--- config.mk ---
export PLATFORM = sky130hd
export DESIGN_NAME = bcd_stopwatch_with_debounce
export DESIGN_NICKNAME = d
export VERILOG_FILES = /design/src/hw/rtl/bcdsw_pkg.sv /design/src/hw/rtl/bcdsw_digit_cell.sv /design/src/hw/rtl/bcdsw_debounce.sv /design/src/hw/rtl/bcd_stopwatch_with_debounce.sv
export SDC_FILE = /design/constraint.sdc
export NUM_CORES = 1
export LEC_CHECK = 0
export BUFFER_PORTS_ARGS = -buffer_cell sky130_fd_sc_hd__buf_2
export CAP_MARGIN = 20
export CORE_MARGIN = 8
export CORE_UTILIZATION = 56
export DETAILED_ROUTE_END_ITERATION = 8
export PLACE_DENSITY = 0.81
export SYNTH_ARGS = -nofsm -noshare
export SYNTH_HDL_FRONTEND = slang
export SYNTH_SLANG_ARGS = --single-unit
--- constraint.sdc ---
create_clock -name i_clk -period 5.96 [get_ports i_clk]
set_input_delay 1.192 -clock i_clk [delete_from_list [all_inputs] [get_ports i_clk]]
set_output_delay 1.192 -clock i_clk [all_outputs]
set_load 0.1 [all_outputs]
--- src/hw/rtl/bcdsw_pkg.sv ---
// Shared types and constants of the BCD stopwatch with debounce.
package bcdsw_pkg;

    localparam int CNT_W      = 16;
    localparam int LIMIT_W    = 16;
    localparam int CMP_W      = (CNT_W > LIMIT_W) ? CNT_W : LIMIT_W;
    localparam int NUM_DIGITS = 6;
    localparam int DIGIT_W    = 4;

    localparam logic [LIMIT_W-1:0] LIMIT_RESET = LIMIT_W'(500);

    // Register index decoded from the word address.
    localparam logic REG_DEBOUNCE_LIMIT = 1'b0;

    // Digit positions along the chain.
    localparam int D_MS_ONES  = 0;
    localparam int D_MS_TENS  = 1;
    localparam int D_MS_HUNDS = 2;
    localparam int D_SEC_ONES = 3;
    localparam int D_SEC_TENS = 4;
    localparam int D_MINUTES  = 5;

    typedef enum logic [1:0] {
        CMD_PRESS    = 2'd0,
        CMD_MS_TICK  = 2'd1,
        CMD_SEC_TICK = 2'd2,
        CMD_SAMPLE   = 2'd3
    } t_cmd;

    typedef enum logic [1:0] {
        MODE_ZERO = 2'd0,
        MODE_RUN  = 2'd1,
        MODE_STOP = 2'd2
    } t_mode;

    // Requests into the debounce unit.
    typedef struct packed {
        logic press;
        logic sample;
        logic level;
    } t_deb_ctrl;

    // Status out of the debounce unit.
    typedef struct packed {
        logic blocked;
        logic active;
    } t_deb_status;

    // Wrap modulus of each digit position.
    function automatic logic [DIGIT_W-1:0] digit_modulus(input int pos);
        logic [DIGIT_W-1:0] m;
        m = DIGIT_W'(10);
        if (pos == D_SEC_TENS) begin
            m = DIGIT_W'(6);
        end
        return m;
    endfunction

endpackage

--- src/hw/rtl/bcdsw_digit_cell.sv ---
// One BCD digit cell of the stopwatch counter chain.
module bcdsw_digit_cell (
    input  logic                           i_clk,
    input  logic                           i_rst_n,
    input  logic                           i_clear,
    input  logic                           i_inc,
    input  logic [bcdsw_pkg::DIGIT_W-1:0]  i_modulus,
    output logic [bcdsw_pkg::DIGIT_W-1:0]  o_digit,
    output logic                           o_carry
);
    import bcdsw_pkg::*;

    logic [DIGIT_W-1:0] r_digit;
    logic [DIGIT_W-1:0] n_digit;
    logic               at_top;

    assign at_top  = (r_digit == (i_modulus - DIGIT_W'(1)));
    assign o_carry = i_inc && at_top;
    assign o_digit = r_digit;

    always_comb begin
        n_digit = r_digit;
        if (i_clear) begin
            n_digit = '0;
        end else if (i_inc) begin
            n_digit = at_top ? '0 : r_digit + DIGIT_W'(1);
        end
    end

    always_ff @(posedge i_clk) begin
        if (!i_rst_n) begin
            r_digit <= '0;
        end else begin
            r_digit <= n_digit;
        end
    end

endmodule

--- src/hw/rtl/bcdsw_debounce.sv ---
// Press blocking and debounce sample counters.
module bcdsw_debounce (
    input  logic                           i_clk,
    input  logic                           i_rst_n,
    input  bcdsw_pkg::t_deb_ctrl           i_ctrl,
    input  logic [bcdsw_pkg::LIMIT_W-1:0]  i_limit,
    output bcdsw_pkg::t_deb_status         o_status
);
    import bcdsw_pkg::*;

    logic             r_blocked;
    logic             r_active;
    logic [CNT_W-1:0] r_total;
    logic [CNT_W-1:0] r_low;
    logic             n_blocked;
    logic             n_active;
    logic [CNT_W-1:0] n_total;
    logic [CNT_W-1:0] n_low;
    logic [CNT_W-1:0] total_inc;
    logic [CNT_W-1:0] low_inc;
    logic [CNT_W-1:0] high_count;

    assign total_inc  = r_total + CNT_W'(1);
    assign low_inc    = r_low + CNT_W'(!i_ctrl.level);
    assign high_count = total_inc - low_inc;

    always_comb begin
        n_blocked = r_blocked;
        n_active  = r_active;
        n_total   = r_total;
        n_low     = r_low;
        if (i_ctrl.press) begin
            n_blocked = 1'b1;
            n_active  = 1'b1;
        end else if (i_ctrl.sample && r_active) begin
            n_total = total_inc;
            n_low   = low_inc;
            if (CMP_W'(total_inc) == CMP_W'(i_limit)) begin
                n_blocked = 1'b0;
            end
            // Enough samples with the button up: the release is settled.
            if (CMP_W'(high_count) > CMP_W'(i_limit)) begin
                n_active  = 1'b0;
                n_blocked = 1'b0;
                n_total   = '0;
                n_low     = '0;
            end
        end
    end

    always_ff @(posedge i_clk) begin
        if (!i_rst_n) begin
            r_blocked <= 1'b0;
            r_active  <= 1'b0;
            r_total   <= '0;
            r_low     <= '0;
        end else begin
            r_blocked <= n_blocked;
            r_active  <= n_active;
            r_total   <= n_total;
            r_low     <= n_low;
        end
    end

    assign o_status.blocked = r_blocked;
    assign o_status.active  = r_active;

endmodule

--- src/hw/rtl/bcd_stopwatch_with_debounce.sv ---
// Top level of the one-button BCD stopwatch with press debounce.
//
// Usage: each input transaction on the slave stream carries one event in
// i_s_tuser (press, millisecond tick, second tick or button sample) and the
// sampled button level in i_s_tdata. For every accepted transaction exactly
// one result transaction leaves on the master stream, showing the six digits,
// the mode and the two debounce flags as they stand after that event.
// The result is valid in the cycle after acceptance. Throughput is one
// event per cycle; the digit chain ripples its carry through two chains of
// three cells and the debounce counters add, subtract and compare, all
// combinational. The state registers themselves hold the result, so while
// the receiver stalls o_s_tready is low and the state (and thus the result)
// is frozen; a new event is taken in the same cycle that the pending result
// is taken. The debounce limit is written through the APB port at byte
// address 0; the user must write it only while the block is idle, which
// the block does not enforce. Synchronous reset clears the digits, mode,
// flags and counters, empties the output and sets the limit to 500.
module bcd_stopwatch_with_debounce (
    input  logic        i_clk,
    input  logic        i_rst_n,
    // Slave stream: tdata bit 0 button_level; tuser bits 1:0 command.
    input  logic        i_s_tvalid,
    output logic        o_s_tready,
    input  logic [7:0]  i_s_tdata,   // [0] button_level, [7:1] zero
    input  logic [1:0]  i_s_tuser,   // [1:0] command
    // Master stream.
    output logic        o_m_tvalid,
    input  logic        i_m_tready,
    // [3:0] ms_ones, [7:4] ms_tens, [11:8] ms_hundreds, [15:12] sec_ones,
    // [18:16] sec_tens, [22:19] minutes, [24:23] mode, [25] press_blocked,
    // [26] debouncing, [31:27] zero
    output logic [31:0] o_m_tdata,
    // APB configuration port.
    input  logic        psel,
    input  logic        penable,
    input  logic        pwrite,
    input  logic [2:0]  paddr,
    input  logic [31:0] pwdata,
    output logic [31:0] prdata,
    output logic        pready
);
    import bcdsw_pkg::*;

    logic [LIMIT_W-1:0] r_limit;
    t_mode              r_mode;
    t_mode              n_mode;
    logic               r_valid;
    logic               n_valid;

    logic               s_accept;
    t_cmd               cmd;
    logic               running;
    logic               press_ok;
    logic               press_clear;
    logic               ms_full;
    logic               ms_en;
    logic               sec_en;

    logic [DIGIT_W-1:0] digit [NUM_DIGITS];
    logic               carry [NUM_DIGITS];
    logic               cell_inc [NUM_DIGITS];
    logic               cell_clr [NUM_DIGITS];

    t_deb_ctrl          deb_ctrl;
    t_deb_status        deb_status;

    // ---------------------------------------------------------------
    // Configuration register.
    // ---------------------------------------------------------------
    assign pready = 1'b1;
    assign prdata = (paddr[2] == REG_DEBOUNCE_LIMIT) ? 32'(r_limit) : '0;

    always_ff @(posedge i_clk) begin
        if (!i_rst_n) begin
            r_limit <= LIMIT_RESET;
        end else if (psel && penable && pwrite && pready
                     && paddr[2] == REG_DEBOUNCE_LIMIT) begin
            r_limit <= pwdata[LIMIT_W-1:0];
        end
    end

    // ---------------------------------------------------------------
    // Handshake: the state registers double as the output register, so a
    // new event may enter only when the last result has gone or is going.
    // ---------------------------------------------------------------
    assign o_s_tready = !r_valid || i_m_tready;
    assign s_accept   = i_s_tvalid && o_s_tready;
    assign cmd        = t_cmd'(i_s_tuser);

    assign n_valid = s_accept ? 1'b1 : (i_m_tready ? 1'b0 : r_valid);

    always_ff @(posedge i_clk) begin
        if (!i_rst_n) begin
            r_valid <= 1'b0;
        end else begin
            r_valid <= n_valid;
        end
    end

    // ---------------------------------------------------------------
    // Event decode.
    // ---------------------------------------------------------------
    assign running     = (r_mode == MODE_RUN);
    assign press_ok    = s_accept && cmd == CMD_PRESS && !deb_status.blocked;
    assign press_clear = press_ok && r_mode == MODE_STOP;
    // The milliseconds hold at 999 until the next second tick.
    assign ms_full     = digit[D_MS_ONES] == DIGIT_W'(9)
                      && digit[D_MS_TENS] == DIGIT_W'(9)
                      && digit[D_MS_HUNDS] == DIGIT_W'(9);
    assign ms_en       = s_accept && cmd == CMD_MS_TICK && running && !ms_full;
    assign sec_en      = s_accept && cmd == CMD_SEC_TICK && running;

    // ---------------------------------------------------------------
    // Mode state machine: zeroed -> running -> stopped -> zeroed.
    // ---------------------------------------------------------------
    always_comb begin
        n_mode = r_mode;
        if (press_ok) begin
            unique case (r_mode)
                MODE_ZERO: n_mode = MODE_RUN;
                MODE_RUN:  n_mode = MODE_STOP;
                MODE_STOP: n_mode = MODE_ZERO;
                default:   n_mode = MODE_ZERO;
            endcase
        end
    end

    always_ff @(posedge i_clk) begin
        if (!i_rst_n) begin
            r_mode <= MODE_ZERO;
        end else begin
            r_mode <= n_mode;
        end
    end

    // ---------------------------------------------------------------
    // Digit chain. The millisecond cells are fed by the millisecond tick
    // and cleared by the second tick; the seconds cells start a fresh
    // carry from the second tick. A press out of the stopped mode clears
    // every cell.
    // ---------------------------------------------------------------
    always_comb begin
        for (int k = 0; k < NUM_DIGITS; k++) begin
            cell_clr[k] = press_clear;
            cell_inc[k] = 1'b0;
        end
        for (int k = D_MS_ONES; k <= D_MS_HUNDS; k++) begin
            cell_clr[k] = press_clear || sec_en;
        end
        cell_inc[D_MS_ONES]  = ms_en;
        cell_inc[D_MS_TENS]  = carry[D_MS_ONES];
        cell_inc[D_MS_HUNDS] = carry[D_MS_TENS];
        cell_inc[D_SEC_ONES] = sec_en;
        cell_inc[D_SEC_TENS] = carry[D_SEC_ONES];
        cell_inc[D_MINUTES]  = carry[D_SEC_TENS];
    end

    for (genvar g = 0; g < NUM_DIGITS; g++) begin : g_cell
        bcdsw_digit_cell u_cell (
            .i_clk     (i_clk),
            .i_rst_n   (i_rst_n),
            .i_clear   (cell_clr[g]),
            .i_inc     (cell_inc[g]),
            .i_modulus (digit_modulus(g)),
            .o_digit   (digit[g]),
            .o_carry   (carry[g])
        );
    end

    // ---------------------------------------------------------------
    // Debounce unit.
    // ---------------------------------------------------------------
    assign deb_ctrl.press  = press_ok;
    assign deb_ctrl.sample = s_accept && cmd == CMD_SAMPLE;
    assign deb_ctrl.level  = i_s_tdata[0];

    bcdsw_debounce u_debounce (
        .i_clk    (i_clk),
        .i_rst_n  (i_rst_n),
        .i_ctrl   (deb_ctrl),
        .i_limit  (r_limit),
        .o_status (deb_status)
    );

    // ---------------------------------------------------------------
    // Result.
    // ---------------------------------------------------------------
    assign o_m_tvalid = r_valid;
    assign o_m_tdata  = {5'b0,
                         deb_status.active,
                         deb_status.blocked,
                         r_mode,
                         digit[D_MINUTES],
                         digit[D_SEC_TENS][2:0],
                         digit[D_SEC_ONES],
                         digit[D_MS_HUNDS],
                         digit[D_MS_TENS],
                         digit[D_MS_ONES]};

endmodule

==> Word level (Yosys, flattened, before mapping) <==
Index checks and enable logic that the tools add are counted.
{ "classes": {"n_addsub": 9, "multipliers": 0, "n_div": 0, "magnitude_cmp": 1, "n_eq_ne": 12, "shifts": 0, "n_mux": 19, "n_bitwise": 3, "reduce_logical": 37} }
{ "ops": {"columns": ["operator", "n"], "rows": [
  ["16-bit two-way mux", 3],
  ["4-bit by 1-bit adder with 4-bit output (second input constant)", 6],
  ["4-bit two-way mux", 6],
  ["4-bit == test (second input constant)", 5],
  ["1-bit logical AND", 20],
  ["16-bit by 1-bit adder with 16-bit output", 1],
  ["16-bit by 1-bit adder with 16-bit output (second input constant)", 1],
  ["16-bit == test", 1],
  ["16-bit > comparator", 1],
  ["16-bit subtractor", 1],
  ["1-bit two-way mux", 9],
  ["2-bit == test (second input constant)", 3],
  ["2-bit AND reduction", 3],
  ["2-bit nonzero test", 3],
  ["2-bit by 1-bit == test with 1-bit output (second input constant)", 2],
  ["4-bit by 3-bit == test with 1-bit output (second input constant)", 1],
  ["1-bit logical NOT", 4],
  ["2-bit logical NOT", 2],
  ["2-bit one-hot mux with 2 select lines", 1],
  ["2-bit OR reduction", 2],
  ["1-bit inverter", 3],
  ["3-bit nonzero test", 1],
  ["1-bit logical OR", 2]
]} }
{ "totals": {"register_bits": 77, "latch_bits": 0, "ram_bits": 0, "mem_bits_ro": 0, "output_inout_bits": 67, "wordCells": 94, "mem_count": 0} }

==> Depth between registers and ports, before layout <==
{ "logic_depth": {"depth_word": 8, "depth_mapped": 23, "mapped_depth_nobuf": 21} }

==> Modules after synthesis <==
A second synthesis with hierarchy kept.
{ "unflattened": {"cells_unflattened": 765, "area_unflattened_um2": 6272.3} }
{ "by_module_without_submodules": {"columns": ["module", "n_inst", "cells_per_inst", "area_each_um2", "seq_area_each_um2"], "rows": [
  ["bcdsw_debounce", 1, 460, 3455.8, 680.7],
  ["bcdsw_digit_cell", 6, 27, 276.5, 80.1],
  ["bcd_stopwatch_with_debounce", 1, 143, 1157.4, 380.4]
]} }

==> Worst setup path before layout <==
Ideal clock, no wire load.
{ "synth_timing": {"kind": "input port to flip-flop", "startpoint": "input port i_s_tdata[0]", "endpoint": "register u_debounce.r_low[1]", "setup_time_ps": 58, "arrival_ps": 5478, "required_ps": 5902, "slack_ps": 424, "stages": 23, "n_path_buf": 2, "cell_sequence": "inv_1 > ha_1 > and3_1 > buf_2 > and3_1 > xnor2_1 > ha_1 > a2111o_1 > a21oi_1 > o31ai_1 > a31oi_1 > o21bai_1 > a21oi_1 > xnor2_1 > ha_1 > a21o_1 > a21o_1 > a221o_1 > a211o_4 > and2_4 > buf_6 > nor4b_2 > o21a_1"} }
{ "synth_between": {"elab_chain_len": 5} }
{ "synth_rtl": {"columns": ["element", "line_no", "text"], "rows": [
  ["from (decl)", "bcd_stopwatch_with_debounce.sv:24", "input logic [7:0] i_s_tdata,"],
  ["1-bit logical NOT *", "bcdsw_debounce.sv:24", "assign low_inc = r_low + CNT_W'(!i_ctrl.level);"],
  ["16-bit by 1-bit adder with 16-bit output *", "bcdsw_debounce.sv:24", null],
  ["16-bit subtractor", "bcdsw_debounce.sv:25", "assign high_count = total_inc - low_inc;"],
  ["16-bit > comparator", "bcdsw_debounce.sv:42", "if (CMP_W'(high_count) > CMP_W'(i_limit)) begin"],
  ["16-bit two-way mux *", "bcdsw_debounce.sv:42", null],
  ["to (signal assigned)", "bcdsw_debounce.sv:61", "r_low <= n_low;"],
  ["to (decl)", "bcdsw_debounce.sv:14", "logic [CNT_W-1:0] r_low;"]
]} }
Mark *: on every way between the ends. The rest lies on a longest branch, timed or not.
A chain may end at the register's enable or synchronous reset.

==> Worst setup path after layout <==
{ "layout_timing": {"startpoint": "input port i_s_tdata[0]", "endpoint": "register u_debounce.r_total[0]"} }
{ "layout_between": {"elab_chain_len": 5} }
{ "layout_rtl": {"columns": ["element", "line_no", "text"], "rows": [
  ["1-bit logical NOT", "bcdsw_debounce.sv:24", null],
  ["16-bit by 1-bit adder with 16-bit output", "bcdsw_debounce.sv:24", null],
  ["16-bit subtractor", "bcdsw_debounce.sv:25", null],
  ["16-bit > comparator", "bcdsw_debounce.sv:42", null],
  ["16-bit two-way mux", "bcdsw_debounce.sv:42", null],
  ["to (signal assigned)", "bcdsw_debounce.sv:60", "r_total <= n_total;"],
  ["to (decl)", "bcdsw_debounce.sv:13", "logic [CNT_W-1:0] r_total;"]
]} }
No other way between the ends.

==> results.cfg <==
[outcome]
status = finished, final reports clean

[synth]
syn_inst = 742
netlist.area_leader.share_pct = 26.8
synth_top_cell_by_area = dfxtp_1
synth_edf_count = 0
async_flop_share_pct = 0
synth-seq-area-share_pct = 26.8
synth.most_common_cell = nand2_1
synth_area_leaders = dfxtp_1, ha_1, xnor2_1
synth_cell_types = 69
syn_area_per_cell_sq_um = 7.74
syn_area_sq_mm = 0.00574
ys_ff_latch = 77
synthTopCellsByCount = nand2_1, dfxtp_1, nor2_1
synth_warnings = 0
yosys_most_used_dff = dfxtp_1

[final_layout]
fillers = 894
diodes = 0
drive_above_1_share_pct = 15.3
num-nets-final = 864
multi_input_area_sq_mm = 0.00364
final_cells = 919
syn_to_final_growth_pct = 7.56
stdcell_area_sq_mm = 0.00618
seq_area_sq_mm = 0.00154

[routing]
via_per_inst = 5.63
antenna_left = 0
drc = 0
wl_met3_um = 976
highest_layer = met4
dr.pass1.iters = 5
wl_met2_mm = 6.90
wire_per_inst_um = 15.3
routed_wl_mm = 14.0
first_iter_violations = 477
vias = 5176
wirelength_met1_mm = 5.97

[clocking]
clock-sinks = 77
cts_setup_buffers = 0
hold_buffers = 0
cts_buffers = 9
cts.repair.resized = 0
clock_tree.buffer_depth = 2
h-tree-depth = 3
cts_tree = done
clockRootBuffer = clkbuf_8
clk_latency_ps = 370
clk_pin_slew_ps = 80

[place]
placed_cell_area_sq_mm = 0.00598
hpwl_mm = 10.7
portBuffers = 71
gp_congestion = 0.905
dp_cells = 903

[die]
die_w_um = 117
rows = 37
dieHeight_um = 117
ios = 119
core_area_sq_mm = 0.0101
die_area_sq_mm = 0.0138
start_util_pct = 56.7

[sta]
fin_setup_tns_ps = 0
slew_headroom_pct = 41.5
min_period_ps = 5600
finalCritPeriodShare_pct = 93.9
rsz0062_at_grt = no
finalMaxSlewViolations = 0
fmax_mhz = 179
tightest_slew_ps = 864
fin_skew_ps = 18.0
setup_viol = 0
finalHoldViolCount = 0

[worst_setup_path]
worstReg2RegEnd = u_debounce.r_total[0]
cp_max_fo = 9
cp_data_required_time_ps = 6250
r2r_cells = 20
crit_chain = buf_2 -> inv_1 -> ha_1 -> and3_1 -> and3_1 -> xnor2_1 -> ha_1 -> a2111o_1 -> a21oi_1 -> o31ai_1 -> a31oi_1 -> o21bai_1 -> a21oi_1 -> xnor2_1 -> ha_1 -> nand4_1 -> nor2_1 -> and4_1 -> nand4_2 -> and2_4 -> or3_1 -> a21oi_1
worstSetupStartpointType = input port
crit_buf_inv = 2
critPathTopFamily = simple AND/OR/NAND/NOR gates
worstPathArrival_ps = 5890
ff2ff_setup_slack_ps = 550
worst-setup-path-type = in2reg
endpoint_kind = flip-flop
timing.rr.start = u_debounce.r_total[0]
cpPeakStageDelay_ps = 440
cp_slowest_cell = a2111o_1

[grt]
grt-ovfl-total = 0
grt_use_total_pct = 20.5
grt_pass1_vias = 4882
grt_max_degree = 49
antenna_found_initial = 0
grt_pass1_wl_mm = 22.4

[hold_path]
min_from = r_limit[15]
whs_endpoint = r_limit[15]
hold_depth = 2
hp-class = reg2reg

[run]
maxCapViolations = 0

[power]
ir_worst_vdd_mv = 0.119
p_total_w = 0.00112
power_leakage_nw = 2.70
powerDensity_mw_per_mm2 = 181
[worst min-delay path, cell delays in order (launching register included)]
cell	delay (ps)
dfxtp_1	320
nand2_1	50
a21oi_1	60
[layer usage]
layer / global-route usage (%) / vias up
met4: 5.97 / 0
met1: 24.1 / 2436
met3: 4.93 / 18
met2: 36.0 / 147
met5: 0 / -
li1: - / 2575
[cell families after synthesis]
group / count (synthesis) / share of synthesized area [%]
fa+ha+maj: 34 / 7.54
flops: 77 / 26.8
buf+inv: 116 / 11.1
other cells: 2 / 0.131
mux: 3 / 0.545
simple gates: 283 / 25.7
compound gates: 153 / 16.4
xor+xnor: 74 / 11.7
[worst max-delay path by stage]
stage	startpoint	slack (ps)	depth (start not counted)	to
6_report	i_s_tdata[0]	360	22	u_debounce.r_total[0]
5_1_grt	i_s_tdata[0]	120	22	u_debounce.r_total[0]
4_1_cts	i_s_tdata[0]	420	22	u_debounce.r_total[0]
3_5_place_dp	i_s_tdata[0]	130	22	u_debounce.r_total[0]
3_3_place_gp	i_s_tdata[0]	200	22	u_debounce.r_total[0]
2_1_floorplan	i_s_tdata[0]	420	23	u_debounce.r_low[1]
[area by class of cell]
class / count / area share (%)
multi-input combinational: 569 / 58.9
sequential: 77 / 24.9
timing repair buffer: 87 / 8.10
tap: 136 / 2.75
clock buffer: 12 / 2.35
inverter: 34 / 2.07
clock inverter: 4 / 0.891
[through the flow]
step | hold slack (ps) | utilization (%) | setup slack [ps]
2_1_floorplan | 436 | - | 424
3_3_place_gp | 444 | 59.0 | 196
3_5_place_dp | 462 | 59.0 | 129
4_1_cts | 474 | 60.9 | 418
5_1_grt | 497 | 60.9 | 121
6_report | 476 | 60.9 | 361
[power by group]
part | internal (W) | total (W) | switching (W) | leakage (nW)
registers | 0.000519 | 0.000523 | 0.00000449 | 0.622
clock network | 0.000207 | 0.000408 | 0.000200 | 0.0972
logic | 0.0000367 | 0.000186 | 0.000150 | 1.98
total | 0.000763 | 0.00112 | 0.000355 | 2.70
[layout by cell type (no fill, tap or decap), types with 7 or more instances in the layout]
cell type   n
a21o_1      9
nand2_1    79
buf_4      14
a22oi_1     7
nor2b_1    11
and3_1     14
nor4_1     12
clkbuf_8   10
ha_1       33
xor2_1     27
o21a_1      8
nor2_1     66
dfxtp_1    77
conb_1     22
xnor2_1    45
inv_1      34
o21ai_0    32
nand3_1    32
nand2b_1    8
buf_2      71
a21oi_1    62
nand4_1     8
[sequential cells by signal (all words and copies together) (netlist names)]
name                   cells
u_debounce.r_total        16
u_debounce.r_active        1
u_debounce.r_blocked       1
u_debounce.r_low          16
r_mode                     2
r_limit                   16
g_cell.u_cell.o_digit     24
o_m_tvalid                 1
Note: power is estimated with default switching activity, not from simulation.
